[src/hdl/tppi_pkg.sv]
`default_nettype none
// ----------------------------------------------------------------------------
// tppi_pkg
// Shared constants and types for the tile pixel palette indexer.
// ----------------------------------------------------------------------------
package tppi_pkg;

  // Tile and search geometry
  localparam int MAX_COLORS     = 4;
  localparam int TILE_PIXELS    = 64;
  localparam int SEARCH_COLUMNS = 14;
  localparam int SEARCH_ROWS    = 4;

  // Palette store
  localparam int ROW_W  = 2;
  localparam int COL_W  = 4;
  localparam int PAL_AW = ROW_W + COL_W;
  localparam int COLOR_W = 32;

  // Field widths
  localparam int DIST_W   = 18;
  localparam int CIDX_W   = 2;
  localparam int STATUS_W = 2;
  localparam int NCOL_W   = 3;

  // Derived widths
  localparam int LIDX_W = $clog2(MAX_COLORS);
  localparam int CNT_W  = $clog2(MAX_COLORS + 1);
  localparam int POS_W  = $clog2(TILE_PIXELS);
  localparam int LC_AW  = (MAX_COLORS > 2) ? $clog2(MAX_COLORS - 1) : 1;

  localparam logic [COLOR_W-1:0] BLACK_OPAQUE = 32'h0000_00FF;
  localparam logic [DIST_W-1:0]  DIST_START   =
    DIST_W'(255 * 255 + 255 * 255 + 255 * 255 + 255 * 255);
  localparam logic [ROW_W-1:0]   ROW_LAST     = ROW_W'(SEARCH_ROWS - 1);
  localparam logic [COL_W-1:0]   COL_LAST     = COL_W'(SEARCH_COLUMNS - 1);
  localparam logic [POS_W-1:0]   POS_LAST     = POS_W'(TILE_PIXELS - 1);

  // Opcodes carried on tuser
  localparam logic OP_WRITE = 1'b0;
  localparam logic OP_PIXEL = 1'b1;

  // Result status codes
  localparam logic [STATUS_W-1:0] STATUS_OK        = 2'd0;
  localparam logic [STATUS_W-1:0] STATUS_OVERFLOW  = 2'd1;
  localparam logic [STATUS_W-1:0] STATUS_UNMATCHED = 2'd2;

  // Palette position travelling with a distance calculation
  typedef struct packed {
    logic [ROW_W-1:0] row;
    logic [COL_W-1:0] col;
  } search_tag_t;

endpackage
`default_nettype wire

[src/hdl/tppi_palette_ram.sv]
`default_nettype none
// ----------------------------------------------------------------------------
// tppi_palette_ram
// Simple dual-port synchronous RAM, one write and one registered read port.
// ----------------------------------------------------------------------------
module tppi_palette_ram #(
  parameter int AW = 6,
  parameter int DW = 32
) (
  input  wire logic          clk,
  input  wire logic          we,
  input  wire logic [AW-1:0] waddr,
  input  wire logic [DW-1:0] wdata,
  input  wire logic          re,
  input  wire logic [AW-1:0] raddr,
  output logic      [DW-1:0] rdata
);

  logic [DW-1:0] mem [2**AW];

  always_ff @(posedge clk) begin
    if (we) begin
      mem[waddr] <= wdata;
    end
    if (re) begin
      rdata <= mem[raddr];
    end
  end

endmodule
`default_nettype wire

[src/hdl/tppi_dist_unit.sv]
`default_nettype none
// ----------------------------------------------------------------------------
// tppi_dist_unit
// Squared RGBA distance: per-channel squares registered, summed at output.
// ----------------------------------------------------------------------------
module tppi_dist_unit
  import tppi_pkg::*;
(
  input  wire logic               clk,
  input  wire logic               rst,
  input  wire logic               in_valid,
  input  wire search_tag_t        in_tag,
  input  wire logic [COLOR_W-1:0] a,
  input  wire logic [COLOR_W-1:0] b,
  output logic                    out_valid,
  output search_tag_t             out_tag,
  output logic      [DIST_W-1:0]  out_dist
);

  logic [15:0] sq_d [4];
  logic [15:0] sq   [4];

  always_comb begin
    logic [7:0] ca;
    logic [7:0] cb;
    logic [7:0] diff;
    for (int ch = 0; ch < 4; ch++) begin
      ca   = a[8*ch +: 8];
      cb   = b[8*ch +: 8];
      diff = (ca > cb) ? (ca - cb) : (cb - ca);
      sq_d[ch] = 16'(diff) * 16'(diff);
    end
  end

  always_ff @(posedge clk) begin
    if (rst) begin
      out_valid <= 1'b0;
    end else begin
      out_valid <= in_valid;
    end
    out_tag <= in_tag;
    for (int ch = 0; ch < 4; ch++) begin
      sq[ch] <= sq_d[ch];
    end
  end

  assign out_dist = DIST_W'(sq[0]) + DIST_W'(sq[1]) + DIST_W'(sq[2]) + DIST_W'(sq[3]);

endmodule
`default_nettype wire

[src/hdl/tile_pixel_palette_indexer_unit.sv]
`default_nettype none
// ----------------------------------------------------------------------------
// tile_pixel_palette_indexer_unit
// Gives each tile pixel a local colour index, matching new colours against
// the palette store by squared RGBA distance.
// ----------------------------------------------------------------------------
//
//  Channel  Direction  Content
//  s_axis   in         tuser opcode; tdata entry_index, colour
//  m_axis   out        tdata result fields; tlast on last pixel of tile
//  cfg      in         match threshold write (cfg_we / cfg_wdata)
//
// Palette writes and pixels of known colours complete as they are accepted.
// A new colour walks 56 palette entries, one RAM read per cycle; the unit then
// waits in the drain state until the RAM read register and the distance
// pipeline are empty, and holds off further input until its result is loaded.
// Reset (rst, synchronous) empties the tile state; the palette RAM is not
// cleared and must be written before it is searched.
// s_axis_tready drops while a search runs or a result waits in the output
// register.
// ----------------------------------------------------------------------------
module tile_pixel_palette_indexer_unit
  import tppi_pkg::*;
(
  input  wire logic              clk,
  input  wire logic              rst,
  // input stream
  input  wire logic              s_axis_tvalid,
  output logic                   s_axis_tready,
  input  wire logic [39:0]       s_axis_tdata,  // entry_index[5:0], color[37:6]
  input  wire logic              s_axis_tuser,  // opcode
  // result stream
  output logic                   m_axis_tvalid,
  input  wire logic              m_axis_tready,
  output logic      [39:0]       m_axis_tdata,  // color_index[1:0],
                                                // is_new_color[2],
                                                // palette_row[4:3],
                                                // palette_column[8:5],
                                                // distance[26:9], status[28:27],
                                                // colors_in_tile[31:29],
                                                // tile_matched[32]
  output logic                   m_axis_tlast,  // last_pixel
  // configuration
  input  wire logic              cfg_we,
  input  wire logic [DIST_W-1:0] cfg_wdata      // match_threshold
);

  localparam logic [1:0] ST_IDLE   = 2'd0;
  localparam logic [1:0] ST_SEARCH = 2'd1;
  localparam logic [1:0] ST_DRAIN  = 2'd2;

  logic [1:0]         state;
  logic [DIST_W-1:0]  threshold;

  // input unpack
  logic [PAL_AW-1:0]  in_entry;
  logic [COLOR_W-1:0] in_color;
  assign in_entry = s_axis_tdata[PAL_AW-1:0];
  assign in_color = s_axis_tdata[PAL_AW +: COLOR_W];

  // tile state
  logic [CNT_W-1:0]   count;
  logic [POS_W-1:0]   pos;
  logic               overflow;
  logic               unmatched;
  logic [COLOR_W-1:0] lc [MAX_COLORS-1];   // local colours 1 .. MAX_COLORS-1

  // search state
  logic [COLOR_W-1:0] pix_color;
  logic [ROW_W-1:0]   rd_row;
  logic [COL_W-1:0]   rd_col;
  logic               p1_valid;
  search_tag_t        p1_tag;
  logic [COLOR_W-1:0] pal_rdata;
  logic               p2_valid;
  search_tag_t        p2_tag;
  logic [DIST_W-1:0]  p2_dist;
  logic [DIST_W-1:0]  best;
  logic [ROW_W-1:0]   best_row;
  logic [COL_W-1:0]   best_col;

  // output register
  logic [CIDX_W-1:0]   o_idx;
  logic                o_new;
  logic [ROW_W-1:0]    o_row;
  logic [COL_W-1:0]    o_col;
  logic [DIST_W-1:0]   o_dist;
  logic [STATUS_W-1:0] o_status;
  logic [NCOL_W-1:0]   o_ncol;
  logic                o_matched;

  logic in_acc;
  logic out_free;
  logic search_done;
  logic match_ok;
  logic tile_end;
  logic start_search;
  logic out_load;

  // Known-colour lookup; lowest matching index wins, black is index 0.
  logic              hit;
  logic [LIDX_W-1:0] hit_idx;

  assign out_free      = !m_axis_tvalid || m_axis_tready;
  assign s_axis_tready = (state == ST_IDLE) && out_free;
  assign in_acc        = s_axis_tvalid && s_axis_tready;
  assign search_done   = (state == ST_DRAIN) && !p1_valid && !p2_valid && out_free;
  assign match_ok      = best < threshold;
  assign tile_end      = (pos == POS_LAST);
  // new colour with room left and no sticky overflow
  assign start_search  = !overflow && !hit && (count < CNT_W'(MAX_COLORS));
  // a result enters the output register this cycle
  assign out_load      = (in_acc && (s_axis_tuser == OP_PIXEL) && !start_search) ||
                         search_done;

  always_comb begin
    hit     = 1'b0;
    hit_idx = '0;
    for (int k = MAX_COLORS - 1; k >= 1; k--) begin
      if ((CNT_W'(k) < count) && (lc[k-1] == in_color)) begin
        hit     = 1'b1;
        hit_idx = LIDX_W'(k);
      end
    end
    if (in_color == BLACK_OPAQUE) begin
      hit     = 1'b1;
      hit_idx = '0;
    end
  end

  // Palette store
  tppi_palette_ram #(
    .AW (PAL_AW),
    .DW (COLOR_W)
  ) u_palette (
    .clk   (clk),
    .we    (in_acc && (s_axis_tuser == OP_WRITE)),
    .waddr (in_entry),
    .wdata (in_color),
    .re    (state == ST_SEARCH),
    .raddr ({rd_row, rd_col}),
    .rdata (pal_rdata)
  );

  // Distance pipeline
  tppi_dist_unit u_dist (
    .clk       (clk),
    .rst       (rst),
    .in_valid  (p1_valid),
    .in_tag    (p1_tag),
    .a         (pal_rdata),
    .b         (pix_color),
    .out_valid (p2_valid),
    .out_tag   (p2_tag),
    .out_dist  (p2_dist)
  );

  always_ff @(posedge clk) begin
    if (rst) begin
      state         <= ST_IDLE;
      threshold     <= '0;
      count         <= CNT_W'(1);
      pos           <= '0;
      overflow      <= 1'b0;
      unmatched     <= 1'b0;
      p1_valid      <= 1'b0;
      m_axis_tvalid <= 1'b0;
    end else begin
      if (cfg_we) begin
        threshold <= cfg_wdata;
      end
      p1_valid <= (state == ST_SEARCH);
      p1_tag   <= '{row: rd_row, col: rd_col};

      // hold until taken, reload when a new result is ready
      m_axis_tvalid <= out_load || (m_axis_tvalid && !m_axis_tready);

      // running minimum, first strict minimum kept
      if (p2_valid && (p2_dist < best)) begin
        best     <= p2_dist;
        best_row <= p2_tag.row;
        best_col <= p2_tag.col;
      end

      case (state)
        ST_IDLE: begin
          if (in_acc && (s_axis_tuser == OP_PIXEL)) begin
            pix_color <= in_color;
            if (start_search) begin
              // new colour with room left: search the palette
              state    <= ST_SEARCH;
              rd_row   <= '0;
              rd_col   <= '0;
              best     <= DIST_START;
              best_row <= '0;
              best_col <= '0;
            end else begin
              // known colour, or overflow (sticky or fresh)
              o_idx         <= hit ? CIDX_W'(hit_idx) : '0;
              o_new         <= 1'b0;
              o_row         <= '0;
              o_col         <= '0;
              o_dist        <= '0;
              o_status      <= (overflow || !hit) ? STATUS_OVERFLOW : STATUS_OK;
              o_ncol        <= NCOL_W'(count);
              o_matched     <= !unmatched;
              m_axis_tlast  <= tile_end;
              if (tile_end) begin
                pos       <= '0;
                count     <= CNT_W'(1);
                overflow  <= 1'b0;
                unmatched <= 1'b0;
              end else begin
                pos <= pos + POS_W'(1);
                if (!hit) begin
                  overflow <= 1'b1;
                end
              end
            end
          end
        end

        ST_SEARCH: begin
          if (rd_col == COL_LAST) begin
            rd_col <= '0;
            rd_row <= rd_row + ROW_W'(1);
            if (rd_row == ROW_LAST) begin
              state <= ST_DRAIN;
            end
          end else begin
            rd_col <= rd_col + COL_W'(1);
          end
        end

        ST_DRAIN: begin
          if (search_done) begin
            state                   <= ST_IDLE;
            lc[LC_AW'(count - 1'b1)] <= pix_color;
            o_idx         <= CIDX_W'(count);
            o_new         <= 1'b1;
            o_row         <= best_row;
            o_col         <= best_col;
            o_dist        <= best;
            o_status      <= match_ok ? STATUS_OK : STATUS_UNMATCHED;
            o_ncol        <= NCOL_W'(count + CNT_W'(1));
            o_matched     <= match_ok && !unmatched;
            m_axis_tlast  <= tile_end;
            if (tile_end) begin
              pos       <= '0;
              count     <= CNT_W'(1);
              overflow  <= 1'b0;
              unmatched <= 1'b0;
            end else begin
              pos   <= pos + POS_W'(1);
              count <= count + CNT_W'(1);
              if (!match_ok) begin
                unmatched <= 1'b1;
              end
            end
          end
        end

        default: begin
          state <= ST_IDLE;
        end
      endcase
    end
  end

  assign m_axis_tdata = {7'd0, o_matched, o_ncol, o_status, o_dist, o_col, o_row,
                         o_new, o_idx};

`ifndef SYNTHESIS
  // overflow can only be raised with a full colour table
  a_overflow_full: assert property (@(posedge clk) disable iff (rst)
    overflow |-> (count == CNT_W'(MAX_COLORS)))
    else $error("overflow set with free colour slots");

  // distance results only arrive during a search
  a_dist_in_search: assert property (@(posedge clk) disable iff (rst)
    p2_valid |-> ((state == ST_SEARCH) || (state == ST_DRAIN)))
    else $error("distance result outside search");

  // a finished search adds exactly one local colour
  a_search_adds: assert property (@(posedge clk) disable iff (rst)
    (search_done && !tile_end) |=> (count == $past(count) + CNT_W'(1)))
    else $error("search did not add a colour");

  // searches start from the first palette entry
  a_search_start: assert property (@(posedge clk) disable iff (rst)
    ((state == ST_SEARCH) && ($past(state) == ST_IDLE)) |->
      ((rd_row == '0) && (rd_col == '0) && (best == DIST_START)))
    else $error("search started mid palette");
`endif

endmodule
`default_nettype wire
[config.mk]
export PLATFORM = sky130hd
export DESIGN_NAME = tile_pixel_palette_indexer_unit
export DESIGN_NICKNAME = d
export VERILOG_FILES = /design/src/hdl/tppi_pkg.sv /design/src/hdl/tppi_palette_ram.sv /design/src/hdl/tppi_dist_unit.sv /design/src/hdl/tile_pixel_palette_indexer_unit.sv
export SDC_FILE = /design/constraint.sdc
export NUM_CORES = 2
export LEC_CHECK = 0
export ABC_AREA = 1
export BUFFER_PORTS_ARGS = -buffer_cell sky130_fd_sc_hd__buf_2
export CAP_MARGIN = 20
export CORE_MARGIN = 2
export CORE_UTILIZATION = 40
export CTS_CLUSTER_SIZE = 12
export DETAILED_ROUTE_END_ITERATION = 10
export PLACE_DENSITY = 0.68
export SLEW_MARGIN = 0
export SYNTH_ARGS = -nofsm -noshare
export SYNTH_HDL_FRONTEND = slang
export SYNTH_SLANG_ARGS = --single-unit
[constraint.sdc]
create_clock -name clk -period 5.8 [get_ports clk]
set_input_delay 0.87 -clock clk [delete_from_list [all_inputs] [get_ports clk]]
set_output_delay 0.87 -clock clk [all_outputs]
set_load 0.005 [all_outputs]
# Word-level counts from Yosys, hierarchy flattened
# Memory sizes are Yosys's and may differ from the RTL's. A register that Yosys moved wholly into a read port is not among the register bits.
# Cells that the tools add are included.
[totals]
memories = 3
input_bits = 64
ram_bits = 2208
word_cells = 229
latchBits = 0
rom_bits = 0
reg_bits = 142
[mem_list]
columns = ["memory", "words", "width", "rd", "rd_ports_with_merged_regs", "wr", "line_no", "source"]
rows = [
  ["u_palette.mem", 64, 32, 1, 1, 1, "tppi_palette_ram.sv:19", "logic [DW-1:0] mem [2**AW];"],
  ["lc", 3, 32, 3, 0, 1, "tile_pixel_palette_indexer_unit.sv:66", "logic [COLOR_W-1:0] lc [MAX_COLORS-1];"],
  ["u_dist.sq", 4, 16, 4, 0, 4, "tppi_dist_unit.sv:21", "logic [15:0] sq [4];"],
]
[op_classes]
n_div = 0
mux = 107
multipliers = 4
reduce_logical = 40
eq_ne = 19
n_lt_le_gt_ge = 10
bitwise = 2
addsub = 16
shift = 0
[op_table]
columns = ["cell", "n"]
rows = [
  ["2-to-1 mux 18 bit", 7],
  ["equality test 32 bit", 3],
  ["multiplier 8 x 8 -> 16 bit", 4],
  ["subtractor 8 bit", 8],
  ["2-to-1 mux 2 bit", 27],
  ["2-to-1 mux 4 bit", 10],
  ["< comparator 18 bit", 2],
  ["case mux 18 bit (2 select lines)", 1],
  ["equality test 32 x 8 -> 1 bit (second input constant)", 1],
  ["greater-than comparator 8 bit", 4],
  ["2-to-1 mux 8 bit", 4],
  ["2-to-1 mux 1 bit", 31],
  ["2-to-1 mux 3 bit", 8],
  ["2-to-1 mux 6 bit", 4],
  ["AND reduction 5 bit", 4],
  ["adder 17 x 16 -> 18 bit", 1],
  ["adder 18 x 16 -> 18 bit", 1],
  ["adder 16 x 16 -> 17 bit", 1],
  ["logical AND 1 bit", 16],
  ["case mux 2 bit (2 select lines)", 4],
  ["case mux 4 bit (2 select lines)", 2],
  ["!= test 2 bit (second input constant)", 7],
  ["case mux 3 bit (2 select lines)", 2],
  ["case mux 6 bit (2 select lines)", 1],
  ["24 further kinds", 45],
]

# Depth between registers and ports, before layout
# An unclocked memory read counts as a cell.
[depth]
depth_word = 14
depth_mapped = 34
depth_no_buf = 34

# By module
# From an unflattened synthesis, not the netlist that was laid out.
[unflattened]
cells_unflattened = 9808
area_unflattened_um2 = 107728.3
[modules_own_cells]
columns = ["module", "area_per_inst_um2", "cells_each", "n_inst", "seq_area_each_um2"]
rows = [
  ["tppi_palette_ram", 83106.0, 6785, 1, 62459.9],
  ["tppi_dist_unit", 13002.5, 1760, 1, 1341.3],
  ["tile_pixel_palette_indexer_unit", 11619.9, 1263, 1, 6606.3],
]

# Worst setup path before layout
# Ideal clock, no wire load.
[synth_path]
path_type = "reg-to-reg"
start = "register pix_color[19]"
end = "memory u_dist.sq[2][14]"
stages_incl_launch_ff = 28
path_slack_ns = 0.055
required_time_ns = 5.728
synth_period_minus_slack_ns = 5.745
setup_time_ns = 0.072
arrival_ns = 5.673
path_cell_list = "edfxtp_1 > inv_1 > ha_1 > buf_2 > a21oi_1 > o21ai_2 > nand2_1 > o211ai_2 > nand2_4 > mux2i_1 > xor2_1 > nor2_1 > fa_1 > fa_1 > inv_1 > fa_1 > fa_1 > inv_1 > ha_1 > a21oi_1 > o21ai_0 > a21oi_1 > o21ai_0 > nand2_1 > inv_1 > or2_2 > a21oi_1 > xor2_1"
[synth_rtl]
columns = ["item", "line_no", "source"]
rows = [
  ["start: declaration", "tile_pixel_palette_indexer_unit.sv:69", "logic [COLOR_W-1:0] pix_color;"],
  ["start signal: assignment", "tile_pixel_palette_indexer_unit.sv:188", "pix_color <= in_color;"],
  ["end: declaration", "tppi_dist_unit.sv:21", ""],
]

==> results.toml <==
[drt]
dr.first_iter.drc_count = 9595
ant_nets = 0
wl_per_cell_um = 25.3
wl_mm = 305
num_vias = 69600
first_pass_iters = 6
route.detailed.drc = 0
viasPerCell = 5.78

[global_route]
grtUsageTotal_pct = 22.5
antenna_found_initial = 39
grt_max_degree = 179
grt_pass1_vias = 66400
grt_pass1_wl_mm = 439
gr-total-overflow = 0

[timing]
tightest_slew_ns = 1.20
max_freq_mhz = 175
holdWs_ns = 0.270
rsz0062_at_grt = "yes"
slew_viol_final = 0
slew_headroom_pct = 19.4
fin_ws_ns = 0.0890
hold_viol = 0
timing.final.crit_period_ns = 5.71
finalCritPeriodShare_pct = 98.5
finalSetupViolCount = 0
clock_skew_ns = 0.112

[worst_hold_path]
hp-class = "primary input to register"
hold_end = "threshold[0]"
min_path_cells = 3
min-delay-start = "cfg_wdata[0]"

[floorplan]
die_x_um = 511
start_util_pct = 40.1
die_h_um = 511
core_mm2 = 0.256
ios = 107
rows = 186
die_area_mm2 = 0.261

[logic_synthesis]
synth.distinct_cells = 54
post_synth_inst_count = 8315
synth_seq_area_share_pct = 68.5
syn_area_mm2 = 0.103
ys.warnings.count = 0
postSynthAreaPerCell_um2 = 12.4
ys_ff_latch = 2378

[clock_tree]
cts_buffers = 228
path_clk_slew_ns = 0.06
cts.sinks = 2378
hold_buffers = 0
clock_tree.root_cell = "clkbuf_16"
clockBufferDepth = 3
cts_tree = "yes"
insertion_delay_ns = 0.91
ctsHtreeMaxLevel = 4

[power]
p_clk_share_pct = 26.7
power_frac_comb_pct = 34.8
internal_power_mw = 33.8
p_switching_mw = 16.8
seqPwrFrac_pct = 38.5
power_mw = 50.6
p_leak_nw = 40.3
ir_worst_vdd_v = 0.000593
sw_frac_of_total_pct = 33.2
cellPowerDensity_mw_per_mm2 = 434

[critical_path]
crit_path_max_fanout = 4
rr_startpoint = "u_palette.rdata[16]"
slowest_stage = "fa_1"
max_stage_delay_ns = 0.55
start_kind = "register"
worstRegToRegCells = 31
arrival_ns = 6.40
endpoint_kind = "register"
critPathKind = "register to register"
critPathRequiredTime_ns = 6.49
crit_start = "u_palette.rdata[16]"
reg2reg_to = "u_dist.sq[2][15]"
rrSetupSlack_ns = 0.09

[finish]
stdcell_area_mm2 = 0.117
syn_to_final_growth_pct = 13.3
n_fill_cell = 22400
nNetsFinal = 8978
layout_commonest_cell = "edfxtp_1"
final_cell_mix = "2278 x edfxtp_1, 1269 x nor2_1, 1126 x o21ai_0"
postLayoutCoreUtil_pct = 45.5
drive_gt1_share_pct = 11.1

[place]
hpwl_mm = 187
postPlaceCellArea_mm2 = 0.109
preCtsSetupSlack_ns = -0.138
io_buffers = 97
place_congestion = 0.899

[job]
drv_cap = 0

[status]
status = "complete, no violations"
layout make-up:
type                       count  area, um^2  share of cell area, %
sequential                  2378       70400                   60.4
multi-input combinational   4905       29500                   25.3
clock buffer                 280        5980                   5.14
tap                         3384        4230                   3.63
timing repair buffer         455        3630                   3.12
inverter                     570        2170                   1.87
clock inverter                48         542                  0.465
antenna                       22        55.1                 0.0473
kinds of logic after synthesis:
kind of cell,after synthesis,share of synthesized area [%]
buffers and inverters,1040,3.96
AND/OR/NAND/NOR,2228,8.64
XOR/XNOR,157,1.34
adder cells (fa/ha/maj),376,5.57
other,2,0.00730
AO/OA/AOI/OAI,2133,12.0
flip-flops,2378,68.5
multiplexers,1,0.00973
synthesized netlist by cell type, drive strengths merged:
library cell,instances,area share (%)
nor4,6,0.037
o31ai,3,0.022
buf,111,0.56
nand3,248,1.2
clkinv,3,0.012
nor2,1358,5.0
o21a,3,0.022
o211ai,57,0.42
dfxtp,100,1.9
nor3,18,0.088
o22ai,299,1.8
a21boi,4,0.029
a32o,32,0.31
o221ai,224,1.9
a211oi,1,0.0073
clkbuf,359,1.3
inv,567,2.1
nand3b,2,0.015
mux2i,1,0.0097
edfxtp,2278,67
o21ai,1156,5.7
and2,2,0.012
a31oi,36,0.22
o21bai,1,0.0073
o2111ai,2,0.017
a21o,7,0.051
or2,16,0.097
fa,136,2.6
nand4,19,0.12
xnor2,54,0.46
conb,2,0.0073
ha,240,2.9
a21oi,308,1.5
xor2,103,0.88
nand2,559,2.1
routing by layer:
layer	up-vias	global-route usage, %	wire (um)
met5	-	0	138
met4	20	9.20	12700
met3	664	5.86	36900
met2	3915	35.2	139000
met1	34500	29.8	116000
li1	30500	-	-
registers in the layout, indices dropped and copies added (netlist names), 2 cells and up:
name / flops
pos: 6
best_row: 2
o_ncol: 3
u_palette.rdata: 32
u_dist.sq: 60
o_dist: 18
rd_col: 4
o_idx: 2
best_col: 4
best: 18
o_col: 4
count: 3
threshold: 18
lc: 96
state: 2
u_dist.out_tag: 6
u_palette.mem: 2048
rd_row: 2
o_status: 2
o_row: 2
p1_tag: 6
pix_color: 32
power groups by stage:
stage	Clock [mW]	Combinational [mW]	Sequential, mW
final	13.5	17.6	19.5
after global routing	14.2	19.8	19.5
after CTS	13.6	15.7	19.5
after detailed placement	0	15.5	19.8
after global placement	0	15.2	19.8
after floorplan	0	11.0	19.7
per-stage QoR:
step / std cells / TNS, ns
finish: 12000 / 0
global route: 12000 / -0.800
CTS: 12000 / -0.0111
detailed placement: 11700 / -0.409
global placement: 11700 / -0.300
floorplan: 8323 / 0
worst max-delay path, delay by kind of cell (launching register included):
kind / cells / cell delay (ns)
AO/OA/AOI/OAI: 4 / 0.31
AND/OR/NAND/NOR: 10 / 0.88
XOR/XNOR: 2 / 0.28
multiplexers: 1 / 0.24
buffers and inverters: 7 / 0.58
adder cells (fa/ha/maj): 7 / 2.77
flip-flops: 1 / 0.40
worst max-delay path by stage:
stage,end,slack [ns]
3_5_place_dp,u_dist.sq[2][14],-0.14
3_3_place_gp,u_dist.sq[2][14],-0.24
6_report,u_dist.sq[2][15],0.09
4_1_cts,u_dist.sq[2][14],-0.01
5_1_grt,u_dist.sq[2][15],-0.24
2_1_floorplan,u_dist.sq[2][14],0.06
what timing repair did:
action                     in CTS  in global routing
setup buffers                   2                 20
gates resized for setup        16                145
pin swaps                      10                 57
setup endpoints to repair       7                 21
(Power assumes the default switching activity.)
